[src/bsh32_pkg.sv]
// Shared types, constants and mixing functions for the byte stream hash.
`default_nettype none

package bsh32_pkg;

    // Command queue between the byte front end and the hash back end
    localparam int CMD_DEPTH = 2;                 // power of two
    localparam int CMD_PTR_W = $clog2(CMD_DEPTH);
    localparam int CMD_CNT_W = $clog2(CMD_DEPTH + 1);

    // Number of bytes held while a group of four is gathered
    typedef enum logic [1:0] {
        PH_NONE  = 2'd0,
        PH_ONE   = 2'd1,
        PH_TWO   = 2'd2,
        PH_THREE = 2'd3
    } t_phase;

    // One command word from the front end to the back end
    typedef struct packed {
        logic        seed_vld;   // load hash with message length
        logic [31:0] seed;
        logic        rnd_vld;    // run one full four-byte round
        logic [15:0] rnd_lo;
        logic [15:0] rnd_hi;
        logic        fin_vld;    // mix tail, avalanche, emit
        logic        fin_empty;  // empty message: emit zero
        t_phase      tail_phase;
        logic [23:0] tail_held;
    } t_cmd;

    // Sign-extend a byte to 32 bits
    function automatic logic [31:0] f_sext8(input logic [7:0] b);
        return {{24{b[7]}}, b};
    endfunction

    // One full mixing round on two 16-bit halves
    function automatic logic [31:0] f_full_round(input logic [31:0] h_in,
                                                 input logic [15:0] lo,
                                                 input logic [15:0] hi);
        logic [31:0] h;
        logic [31:0] t;
        h = h_in + {16'd0, lo};
        t = ({16'd0, hi} << 11) ^ h;
        h = (h << 16) ^ t;
        h = h + (h >> 11);
        return h;
    endfunction

    // Tail of one to three bytes
    function automatic logic [31:0] f_tail(input logic [31:0] h_in,
                                           input t_phase      ph,
                                           input logic [23:0] held);
        logic [31:0] h;
        h = h_in;
        unique case (ph)
            PH_THREE: begin
                h = h + {16'd0, held[15:0]};
                h = h ^ (h << 16);
                h = h ^ (f_sext8(held[23:16]) << 18);
                h = h + (h >> 11);
            end
            PH_TWO: begin
                h = h + {16'd0, held[15:0]};
                h = h ^ (h << 11);
                h = h + (h >> 17);
            end
            PH_ONE: begin
                h = h + f_sext8(held[7:0]);
                h = h ^ (h << 10);
                h = h + (h >> 1);
            end
            default: begin
                h = h_in;
            end
        endcase
        return h;
    endfunction

    // Avalanche, first three steps
    function automatic logic [31:0] f_aval_a(input logic [31:0] h_in);
        logic [31:0] h;
        h = h_in ^ (h_in << 3);
        h = h + (h >> 5);
        h = h ^ (h << 4);
        return h;
    endfunction

    // Avalanche, last three steps
    function automatic logic [31:0] f_aval_b(input logic [31:0] h_in);
        logic [31:0] h;
        h = h_in + (h_in >> 17);
        h = h ^ (h << 25);
        h = h + (h >> 6);
        return h;
    endfunction

endpackage

`default_nettype wire

[src/bsh32_if.sv]
// Handshake channels for message bytes in and hash words out.
`default_nettype none

interface bsh32_in_if;
    logic        valid;
    logic        ready;
    logic [7:0]  data_byte;
    logic        first;
    logic        last;
    logic [31:0] message_length;

    modport source (output valid, output data_byte, output first, output last,
                    output message_length, input ready);
    modport sink   (input valid, input data_byte, input first, input last,
                    input message_length, output ready);
endinterface

interface bsh32_out_if;
    logic        valid;
    logic        ready;
    logic [31:0] hash_value;

    modport source (output valid, output hash_value, input ready);
    modport sink   (input valid, input hash_value, output ready);
endinterface

`default_nettype wire

[src/byte_stream_hash_32.sv]
// Top level of the streaming 32-bit byte hash.
`default_nettype none

// Takes one message byte per word and returns one 32-bit hash word per
// message, after the word marked last. Bytes are accepted at one per cycle
// while the command queue is not full. The front end gathers bytes into
// groups of four and issues a command only on a first, a full group or a
// last byte; a two-entry command queue separates it from the back end,
// which keeps the running hash, runs each round as its command is taken and
// finishes the tail and avalanche in a three-stage pipeline into a registered
// output. A message that begins without a first marker right after a last
// byte continues from the emitted hash and so waits until the pipeline has
// written it back, which takes longer while the output is held off.
module byte_stream_hash_32
    import bsh32_pkg::*;
(
    input  wire logic   i_clk,
    input  wire logic   i_rst_n,
    bsh32_in_if.sink    i_in,
    bsh32_out_if.source o_out
);

    logic cmd_push;
    t_cmd cmd_in;
    logic cmd_full;
    logic cmd_valid;
    t_cmd cmd_out;
    logic cmd_pop;

    bsh32_front u_front (
        .i_clk      (i_clk),
        .i_rst_n    (i_rst_n),
        .i_in       (i_in),
        .i_cmd_full (cmd_full),
        .o_cmd_push (cmd_push),
        .o_cmd      (cmd_in)
    );

    bsh32_cmd_fifo u_fifo (
        .i_clk   (i_clk),
        .i_rst_n (i_rst_n),
        .i_push  (cmd_push),
        .i_cmd   (cmd_in),
        .o_full  (cmd_full),
        .i_pop   (cmd_pop),
        .o_valid (cmd_valid),
        .o_cmd   (cmd_out)
    );

    bsh32_back u_back (
        .i_clk       (i_clk),
        .i_rst_n     (i_rst_n),
        .i_cmd_valid (cmd_valid),
        .i_cmd       (cmd_out),
        .o_cmd_pop   (cmd_pop),
        .o_out       (o_out)
    );

endmodule

`default_nettype wire

[src/bsh32_front.sv]
// Front end: gathers bytes into groups and issues hash commands.
`default_nettype none

module bsh32_front
    import bsh32_pkg::*;
(
    input  wire logic   i_clk,
    input  wire logic   i_rst_n,
    bsh32_in_if.sink    i_in,
    input  wire logic   i_cmd_full,
    output logic        o_cmd_push,
    output t_cmd        o_cmd
);

    logic [23:0] r_held, n_held;
    t_phase      r_phase, n_phase;
    logic        r_empty, n_empty;

    logic        accept;
    logic [23:0] base_held;
    t_phase      base_phase;
    logic        base_empty;
    logic [23:0] grp_held;
    t_phase      grp_phase;
    logic        rnd;

    assign i_in.ready = !i_cmd_full;
    assign accept     = i_in.valid && i_in.ready;

    // Byte gathering and round detection
    always_comb begin
        base_held  = i_in.first ? 24'd0 : r_held;
        base_phase = i_in.first ? PH_NONE : r_phase;
        base_empty = i_in.first ? (i_in.message_length == 32'd0) : r_empty;
        grp_held   = base_held;
        grp_phase  = base_phase;
        rnd        = 1'b0;
        if (!base_empty) begin
            unique case (base_phase)
                PH_NONE: begin
                    grp_held  = {base_held[23:8], i_in.data_byte};
                    grp_phase = PH_ONE;
                end
                PH_ONE: begin
                    grp_held  = {base_held[23:16], i_in.data_byte, base_held[7:0]};
                    grp_phase = PH_TWO;
                end
                PH_TWO: begin
                    grp_held  = {i_in.data_byte, base_held[15:0]};
                    grp_phase = PH_THREE;
                end
                PH_THREE: begin
                    grp_held  = 24'd0;
                    grp_phase = PH_NONE;
                    rnd       = 1'b1;
                end
                default: begin
                    grp_held  = base_held;
                    grp_phase = base_phase;
                end
            endcase
        end
    end

    // Command word
    always_comb begin
        o_cmd.seed_vld   = i_in.first;
        o_cmd.seed       = i_in.message_length;
        o_cmd.rnd_vld    = rnd;
        o_cmd.rnd_lo     = base_held[15:0];
        o_cmd.rnd_hi     = {i_in.data_byte, base_held[23:16]};
        o_cmd.fin_vld    = i_in.last;
        o_cmd.fin_empty  = base_empty;
        o_cmd.tail_phase = grp_phase;
        o_cmd.tail_held  = grp_held;
        o_cmd_push       = accept && (i_in.first || rnd || i_in.last);
    end

    // Next gathering state; a last word clears it
    always_comb begin
        n_held  = r_held;
        n_phase = r_phase;
        n_empty = r_empty;
        if (accept) begin
            if (i_in.last) begin
                n_held  = 24'd0;
                n_phase = PH_NONE;
                n_empty = 1'b0;
            end else begin
                n_held  = grp_held;
                n_phase = grp_phase;
                n_empty = base_empty;
            end
        end
    end

    always_ff @(posedge i_clk) begin
        if (!i_rst_n) begin
            r_held  <= 24'd0;
            r_phase <= PH_NONE;
            r_empty <= 1'b0;
        end else begin
            r_held  <= n_held;
            r_phase <= n_phase;
            r_empty <= n_empty;
        end
    end

endmodule

`default_nettype wire

[src/bsh32_cmd_fifo.sv]
// Short command queue between front end and back end.
`default_nettype none

module bsh32_cmd_fifo
    import bsh32_pkg::*;
(
    input  wire logic i_clk,
    input  wire logic i_rst_n,
    input  wire logic i_push,
    input  t_cmd      i_cmd,
    output logic      o_full,
    input  wire logic i_pop,
    output logic      o_valid,
    output t_cmd      o_cmd
);

    t_cmd                 r_mem [CMD_DEPTH];
    logic [CMD_PTR_W-1:0] r_wptr;
    logic [CMD_PTR_W-1:0] r_rptr;
    logic [CMD_CNT_W-1:0] r_cnt;

    logic do_push;
    logic do_pop;

    assign o_full  = (r_cnt == CMD_CNT_W'(CMD_DEPTH));
    assign o_valid = (r_cnt != '0);
    assign o_cmd   = r_mem[r_rptr];
    assign do_push = i_push && !o_full;
    assign do_pop  = i_pop && o_valid;

    // Entry storage
    always_ff @(posedge i_clk) begin
        if (do_push) begin
            r_mem[r_wptr] <= i_cmd;
        end
    end

    // Pointers and fill count
    always_ff @(posedge i_clk) begin
        if (!i_rst_n) begin
            r_wptr <= '0;
            r_rptr <= '0;
            r_cnt  <= '0;
        end else begin
            if (do_push) begin
                r_wptr <= r_wptr + CMD_PTR_W'(1);
            end
            if (do_pop) begin
                r_rptr <= r_rptr + CMD_PTR_W'(1);
            end
            if (do_push && !do_pop) begin
                r_cnt <= r_cnt + CMD_CNT_W'(1);
            end else if (do_pop && !do_push) begin
                r_cnt <= r_cnt - CMD_CNT_W'(1);
            end
        end
    end

endmodule

`default_nettype wire

[src/bsh32_back.sv]
// Back end: running hash, tail and avalanche pipeline, output register.
`default_nettype none

module bsh32_back
    import bsh32_pkg::*;
(
    input  wire logic  i_clk,
    input  wire logic  i_rst_n,
    input  wire logic  i_cmd_valid,
    input  t_cmd       i_cmd,
    output logic       o_cmd_pop,
    bsh32_out_if.source o_out
);

    // One finishing message in flight
    typedef struct packed {
        logic        vld;
        logic        wb;      // result becomes the running hash
        logic        empty;
        t_phase      phase;
        logic [23:0] held;
        logic [31:0] h;
    } t_fin;

    logic [31:0] r_hash;
    t_fin        r_s1, r_s2, r_s3;
    logic        r_out_vld;
    logic [31:0] r_out_hash;

    logic        adv;
    logic        pend;
    logic        go;
    logic        reseed;
    logic [31:0] h0;
    logic [31:0] h1;
    logic [31:0] fin_hash;

    // Whole pipeline moves when the output slot frees up
    assign adv    = !r_out_vld || o_out.ready;
    assign pend   = (r_s1.vld && r_s1.wb) || (r_s2.vld && r_s2.wb) ||
                    (r_s3.vld && r_s3.wb);
    assign go     = i_cmd_valid && adv && (i_cmd.seed_vld || !pend);
    assign reseed = go && i_cmd.seed_vld;

    assign o_cmd_pop        = go;
    assign o_out.valid      = r_out_vld;
    assign o_out.hash_value = r_out_hash;

    // Seed and full round
    always_comb begin
        h0 = i_cmd.seed_vld ? i_cmd.seed : r_hash;
        h1 = i_cmd.rnd_vld ? f_full_round(h0, i_cmd.rnd_lo, i_cmd.rnd_hi) : h0;
        fin_hash = r_s3.empty ? 32'd0 : f_aval_b(r_s3.h);
    end

    // Running hash: command update wins over a late finish write-back
    always_ff @(posedge i_clk) begin
        if (!i_rst_n) begin
            r_hash <= 32'd0;
        end else if (go) begin
            r_hash <= h1;
        end else if (adv && r_s3.vld && r_s3.wb) begin
            r_hash <= fin_hash;
        end
    end

    // Finishing pipeline: flags are reset, data moves along with them
    always_ff @(posedge i_clk) begin
        if (!i_rst_n) begin
            r_s1.vld  <= 1'b0;
            r_s1.wb   <= 1'b0;
            r_s2.vld  <= 1'b0;
            r_s2.wb   <= 1'b0;
            r_s3.vld  <= 1'b0;
            r_s3.wb   <= 1'b0;
            r_out_vld <= 1'b0;
        end else if (adv) begin
            r_s1.vld   <= go && i_cmd.fin_vld;
            r_s1.wb    <= 1'b1;
            r_s2.vld   <= r_s1.vld;
            r_s2.wb    <= r_s1.wb && !reseed;
            r_s3.vld   <= r_s2.vld;
            r_s3.wb    <= r_s2.wb && !reseed;
            r_out_vld  <= r_s3.vld;
            r_s1.empty <= i_cmd.fin_empty;
            r_s1.phase <= i_cmd.tail_phase;
            r_s1.held  <= i_cmd.tail_held;
            r_s1.h     <= h1;
            r_s2.empty <= r_s1.empty;
            r_s2.phase <= r_s1.phase;
            r_s2.held  <= r_s1.held;
            r_s2.h     <= f_tail(r_s1.h, r_s1.phase, r_s1.held);
            r_s3.empty <= r_s2.empty;
            r_s3.phase <= r_s2.phase;
            r_s3.held  <= r_s2.held;
            r_s3.h     <= f_aval_a(r_s2.h);
            r_out_hash <= fin_hash;
        end
    end

endmodule

`default_nettype wire
[src/flat_wrapper.sv]
// flat-port wrapper written by rule: the top's interface ports become plain ports
module byte_stream_hash_32_flat import bsh32_pkg::*;
  (i_clk, i_rst_n, i_in_valid, i_in_data_byte, i_in_first, i_in_last, i_in_message_length, i_in_ready, o_out_valid, o_out_hash_value, o_out_ready);
  bsh32_in_if i_in_i ();
  bsh32_out_if o_out_i ();
  input  wire logic i_clk;
  input  wire logic i_rst_n;
  input wire logic [$bits(i_in_i.valid)-1:0] i_in_valid;
  input wire logic [$bits(i_in_i.data_byte)-1:0] i_in_data_byte;
  input wire logic [$bits(i_in_i.first)-1:0] i_in_first;
  input wire logic [$bits(i_in_i.last)-1:0] i_in_last;
  input wire logic [$bits(i_in_i.message_length)-1:0] i_in_message_length;
  output wire logic [$bits(i_in_i.ready)-1:0] i_in_ready;
  output wire logic [$bits(o_out_i.valid)-1:0] o_out_valid;
  output wire logic [$bits(o_out_i.hash_value)-1:0] o_out_hash_value;
  input wire logic [$bits(o_out_i.ready)-1:0] o_out_ready;
  assign i_in_i.valid = i_in_valid;
  assign i_in_i.data_byte = i_in_data_byte;
  assign i_in_i.first = i_in_first;
  assign i_in_i.last = i_in_last;
  assign i_in_i.message_length = i_in_message_length;
  assign i_in_ready = i_in_i.ready;
  assign o_out_valid = o_out_i.valid;
  assign o_out_hash_value = o_out_i.hash_value;
  assign o_out_i.ready = o_out_ready;
  byte_stream_hash_32 u_core (.i_clk(i_clk), .i_rst_n(i_rst_n), .i_in(i_in_i), .o_out(o_out_i));
endmodule
[config.mk]
export PLATFORM = sky130hd
export DESIGN_NAME = byte_stream_hash_32_flat
export DESIGN_NICKNAME = d
export VERILOG_FILES = /design/src/bsh32_pkg.sv /design/src/bsh32_if.sv /design/src/byte_stream_hash_32.sv /design/src/bsh32_front.sv /design/src/bsh32_cmd_fifo.sv /design/src/bsh32_back.sv /design/src/flat_wrapper.sv
export SDC_FILE = /design/constraint.sdc
export NUM_CORES = 1
export LEC_CHECK = 0
export BUFFER_PORTS_ARGS = -buffer_cell sky130_fd_sc_hd__buf_2
export CORE_MARGIN = 2
export CORE_UTILIZATION = 66
export CTS_CLUSTER_SIZE = 12
export DETAILED_ROUTE_END_ITERATION = 8
export PLACE_DENSITY = 0.86
export SYNTH_ARGS = -nofsm -noshare
export SYNTH_HDL_FRONTEND = slang
export SYNTH_SLANG_ARGS = --single-unit
export TNS_END_PERCENT = 20
[constraint.sdc]
create_clock -name i_clk -period 28.7 [get_ports i_clk]
set_input_delay 5.74 -clock i_clk [delete_from_list [all_inputs] [get_ports i_clk]]
set_output_delay 5.74 -clock i_clk [all_outputs]
set_load 0.02 [all_outputs]
Yosys cells after proc, flatten, opt, wreduce, memory -nomap -nowiden
Memories as Yosys holds them, arrays and structs flattened. A register that Yosys moved wholly into a read port is not among the register bits.
Cells that the tools add are included.
- register bits after elaboration: 227
- RAM bits: 188
- input bits: 46
- output and inout bits: 34
- word-level logic and storage cells: 113
- memories: 1
- add/sub/neg operators: 14
- equal/unequal tests: 7
- multiplexer cells: 24
- bitwise operators: 9
- reduce and logical (&&, ||, !) cells: 35
- memory list (name ; words ; bits a word ; rd ports ; clocked after Yosys merged registers in ; wr ports ; RTL line ; text):
    u_core.u_fifo.r_mem ; 2 ; 94 ; 1 ; 1 ; 1 ; bsh32_cmd_fifo.sv:17 ; t_cmd r_mem [CMD_DEPTH];
- operators by type and width (operator ; number):
    bitwise XOR 32 bit ; 8
    two-way mux 32 bit ; 5
    case mux 24 bit (4 select lines) ; 1
    case mux 32 bit (3 select lines) ; 1
    two-way mux 24 bit ; 3
    adder 32 x 15 -> 32 bit ; 2
    adder 32 x 16 -> 32 bit ; 2
    adder 32 x 21 -> 32 bit ; 2
    adder 32 x 26 -> 32 bit ; 1
    adder 32 x 27 -> 32 bit ; 1
    adder 32 x 31 -> 32 bit ; 1
    adder 32 bit ; 1
    logical NOT 32 bit ; 1
    bitwise XOR 27 x 32 -> 32 bit ; 1
    logical AND 1 bit ; 17
    equality test 2 bit (second input constant) ; 5
    two-way mux 2 bit ; 5
    two-way mux 1 bit ; 8
    case mux 2 bit (4 select lines) ; 1
    logical NOT 1 bit ; 6
    logical OR 1 bit ; 6
    nonzero test 2 bit ; 3
    equality test 2 x 1 -> 1 bit (second input constant) ; 2
    adder 1 bit (second input constant) ; 2
    other kinds (4) ; 4

Depth between registers and ports, before layout
- depth in word-level cells: 12
- depth in mapped cells: 29
- gate-level depth less buffers: 25

Modules after synthesis
From an unflattened synthesis, not the netlist that was laid out.
- cell total of the unflattened synthesis: 3038
- area total of the unflattened synthesis: 31084.8 um^2
- by module, submodules not included (module ; instances ; cells each ; area an instance (um^2) ; sequential area each (um^2)):
    bsh32_back ; 1 ; 2417 ; 21842.2 ; 5495.3
    bsh32_cmd_fifo ; 1 ; 317 ; 7030.5 ; 5745.5
    bsh32_front ; 1 ; 304 ; 2212.1 ; 540.5

Worst setup path before layout
Ideal clock, no wire load.
- path type: input port to flip-flop
- from: in i_in_first
- to: mem u_core.u_fifo.r_mem[0][0] in the netlist's numbering, enable pin
- setup time: 0.664 ns
- arrival: 13.030 ns
- data required time: 28.036 ns
- path slack: 15.006 ns
- cell stages on the path: 7
- path buffers: 0
- cells stage by stage: nor4b_1 nand4_1 nor4_1 a21oi_1 and2_1 nor3_1 nor3_1
- RTL lines (item ; RTL line ; text):
    start: declaration ; flat_wrapper.sv:10 ; input wire logic [$bits(i_in_i.first)-1:0] i_in_first;
    end: declaration ; bsh32_cmd_fifo.sv:17 ;

==> impl_metrics.ini <==
[sta]
slew_headroom_pct = 27.6
period_needed_ns = 9.10
period_share_pct = 31.7
rsz0062_at_grt = no
finalSetupTns_ns = 0
hold_viol_final = 0
clock_skew_ns = 0.0224
hold-worst-slack_ns = 0.421
slew_violations = 0
worst_slack_ns = 19.60
setup_viol = 0
max_freq_ghz = 0.110
worst_pin_slew_ns = 1.07

[floorplan]
core_mm2 = 0.0456
fp.dieW_um = 219
die_y_um = 219
rows = 78
ios = 80
initial_utilization_pct = 67.0
dieArea_mm2 = 0.0480

[clocking]
root_buffer = clkbuf_16
clock-sinks = 416
cts.htree.levels = 2
cts_resized = 0
clk_latency_ns = 0.59
ctsHoldBuffers = 0
clock_path_buffers = 3
cts.clk_slew.worst_paths_ns = 0.06
cts_tree = done
cts_made_buffers = 44
post_cts_buffers = 0

[synthesis]
syn_area_mm2 = 0.0305
synth_mux_area_share_pct = 5.31
synth_top_family_by_area = compound AO/OA/AOI/OAI gates
yosys.area_share.simple_pct = 13.2
synth_warnings = 0
synth_flop_cell = edfxtp_1
synth-compound-area-share_pct = 18.9
avgSynthCellArea_um2 = 10.2
synthAdderAreaFrac_pct = 9.44
syn_nets = 3273
synth_xor_xnor_area_share_pct = 12.3
async_flop_share_pct = 0
synth.distinct_cells = 97
seq_area_frac_synth_pct = 38.6
synth_edf_count = 345
synth_cells = 3002
synth-seq-cells = 416

[global_route]
grt_usage_pct = 39.5
grt_pass1_vias = 23900
grt_max_degree = 81
grt_antenna_before_repair = 4
grt_overflow = 0
grt_pass1_wl_um = 142000

[placed_design]
place.gp.congestion = 1.03
place_ws_ns = 19.16
dp_hpwl_um = 73100
numPortBuffers = 79

[critical_path]
start_kind = input port
cp.arrival_ns = 9.30
crit_path_end_kind = flip-flop
critPathRequiredTime_ns = 28.90
crit_path_max_fanout = 72
crit_type = input port to flip-flop

[detailed_routing]
routed.top_layer = met5
drt-pass1-iter-count = 7
wl_met1_um = 37300
drt_iter0_drc = 2916
drt-vias-per-instance = 6.88
vias = 25400
wl_per_cell_um = 25.8
drc = 0
met2_length_um = 43100
drt.antenna.violating_nets = 0
wl_um = 95400
wl_met3_um = 10000

[min_path]
min_path_type = flip-flop to flip-flop

[flow_run]
cap_violations = 0

[outcome]
status = finished clean

[cells_and_area]
drive_gt1_share_pct = 9.03
area_growth_pct = 7.50
finalNetCount = 3324
-- cells in the final DEF (no fill, tap or decap), types with 61 or more instances in the layout --
master    count
edfxtp_1    345
xnor2_1     239
ha_1        216
nand2_1     210
a21oi_1     193
nor2_1      186
o21ai_0     156
xor2_1      151
inv_1        90
a21o_1       83
nor2b_1      79
buf_2        79
dfxtp_1      70
mux2i_1      61
-- layout make-up --
type                            instances  area (um2)
Clock buffer                           68        1210
Clock inverter                         13         110
Timing Repair Buffer                  101         561
Sequential cell                       416       11800
Inverter                               90         338
Tap cell                              600         751
Multi-Input combinational cell       2400       18100
Antenna cell                            4        10.0
Fill cell                            3176       12700
-- per-layer routing --
layer	vias up	GRT usage [%]
li1	11400	-
met1	12100	52.4
met2	1528	62.1
met3	297	8.16
met4	4	18.9
met5	-	0
-- synthesized netlist by cell type (all sizes together), types with 21 or more instances --
cell	instances	area share (%)
a21oi	193	3.2
inv	90	1.1
dfxtp	71	4.7
ha	216	8.8
and2	28	0.57
a22oi	29	0.71
edfxtp	345	34
a31oi	23	0.47
nand2	210	2.6
o211a	32	1.0
a211oi	43	1.1
nor3	60	1.0
a21o	83	2.0
o21a	32	0.79
clkbuf	75	0.93
nand3	55	0.90
o21ai	157	2.6
mux2	47	1.7
nor2	186	2.3
nand4	37	0.78
xor2	153	4.4
xnor2	241	7.0
mux2i	63	2.1
o211ai	28	0.70
nand2b	33	0.68
and3	46	0.96
o21bai	26	0.64
buf	21	0.33
a22o	24	0.69
nor2b	80	1.6
-- per-stage QoR --
| stage | instance area, um2 | util, % | instances |
|---|---|---|---|
| 2_1_floorplan | 30500 | - | 3002 |
| 3_3_place_gp | 31500 | 69.1 | 3607 |
| 3_5_place_dp | 31500 | 69.1 | 3607 |
| 4_1_cts | 32800 | 72.0 | 3688 |
| 5_1_grt | 32800 | 72.0 | 3688 |
| 6_report | 32800 | 72.1 | 3692 |
-- worst max-delay path, cell delays in order --
cell	delay (ns)
buf_2	0.58
nor4b_1	0.39
nand4_1	0.16
nor4_1	0.32
a21oi_1	0.32
and2_1	0.33
nor3_1	0.45
nor2_1	0.18
and2_4	0.31
buf_4	0.42
-- flip-flops by register name, summed over array words and instances (netlist names), 2 cells and up, named ones only --
signal,cells
u_core.u_front.r_phase,2
u_core.u_back.r_s3,35
u_core.u_fifo.r_cnt,2
u_core.u_back.o_out.hash_value,32
u_core.u_fifo.r_mem,188
u_core.u_back.r_s2,35
u_core.u_front.r_held,24
u_core.u_back.r_hash,32
u_core.u_back.r_s1,61
-- logic make-up after synthesis --
family                   after synthesis
adder cells (fa/ha/maj)              225
XOR/XNOR                             406
buffers and inverters                186
multiplexers                         130
AND/OR/NAND/NOR                      801
AO/OA/AOI/OAI                        838
flip-flops                           416
-- worst paths after layout --
kind | endpoint | slack, ns | startpoint | cells past startpoint
max | u_core.u_fifo.r_mem[1][8]$_DFFE_PP_ | 19.60 | i_in_first | 10
min | u_core.u_back.r_s3[58]$_DFFE_PP_ | 0.42 | u_core.u_back.r_s2[58]$_DFFE_PP_ | 0
max reg2reg | u_core.u_back.r_s1[30]$_DFFE_PP_ | 20.66 | flip-flop | 22
min reg2reg | u_core.u_back.r_s3[58]$_DFFE_PP_ | 0.42 | u_core.u_back.r_s2[58]$_DFFE_PP_ | 0
Power is left out: the tool's default activity adds up to more than one toggle a clock period on the data nets, which glitch-free logic cannot reach.
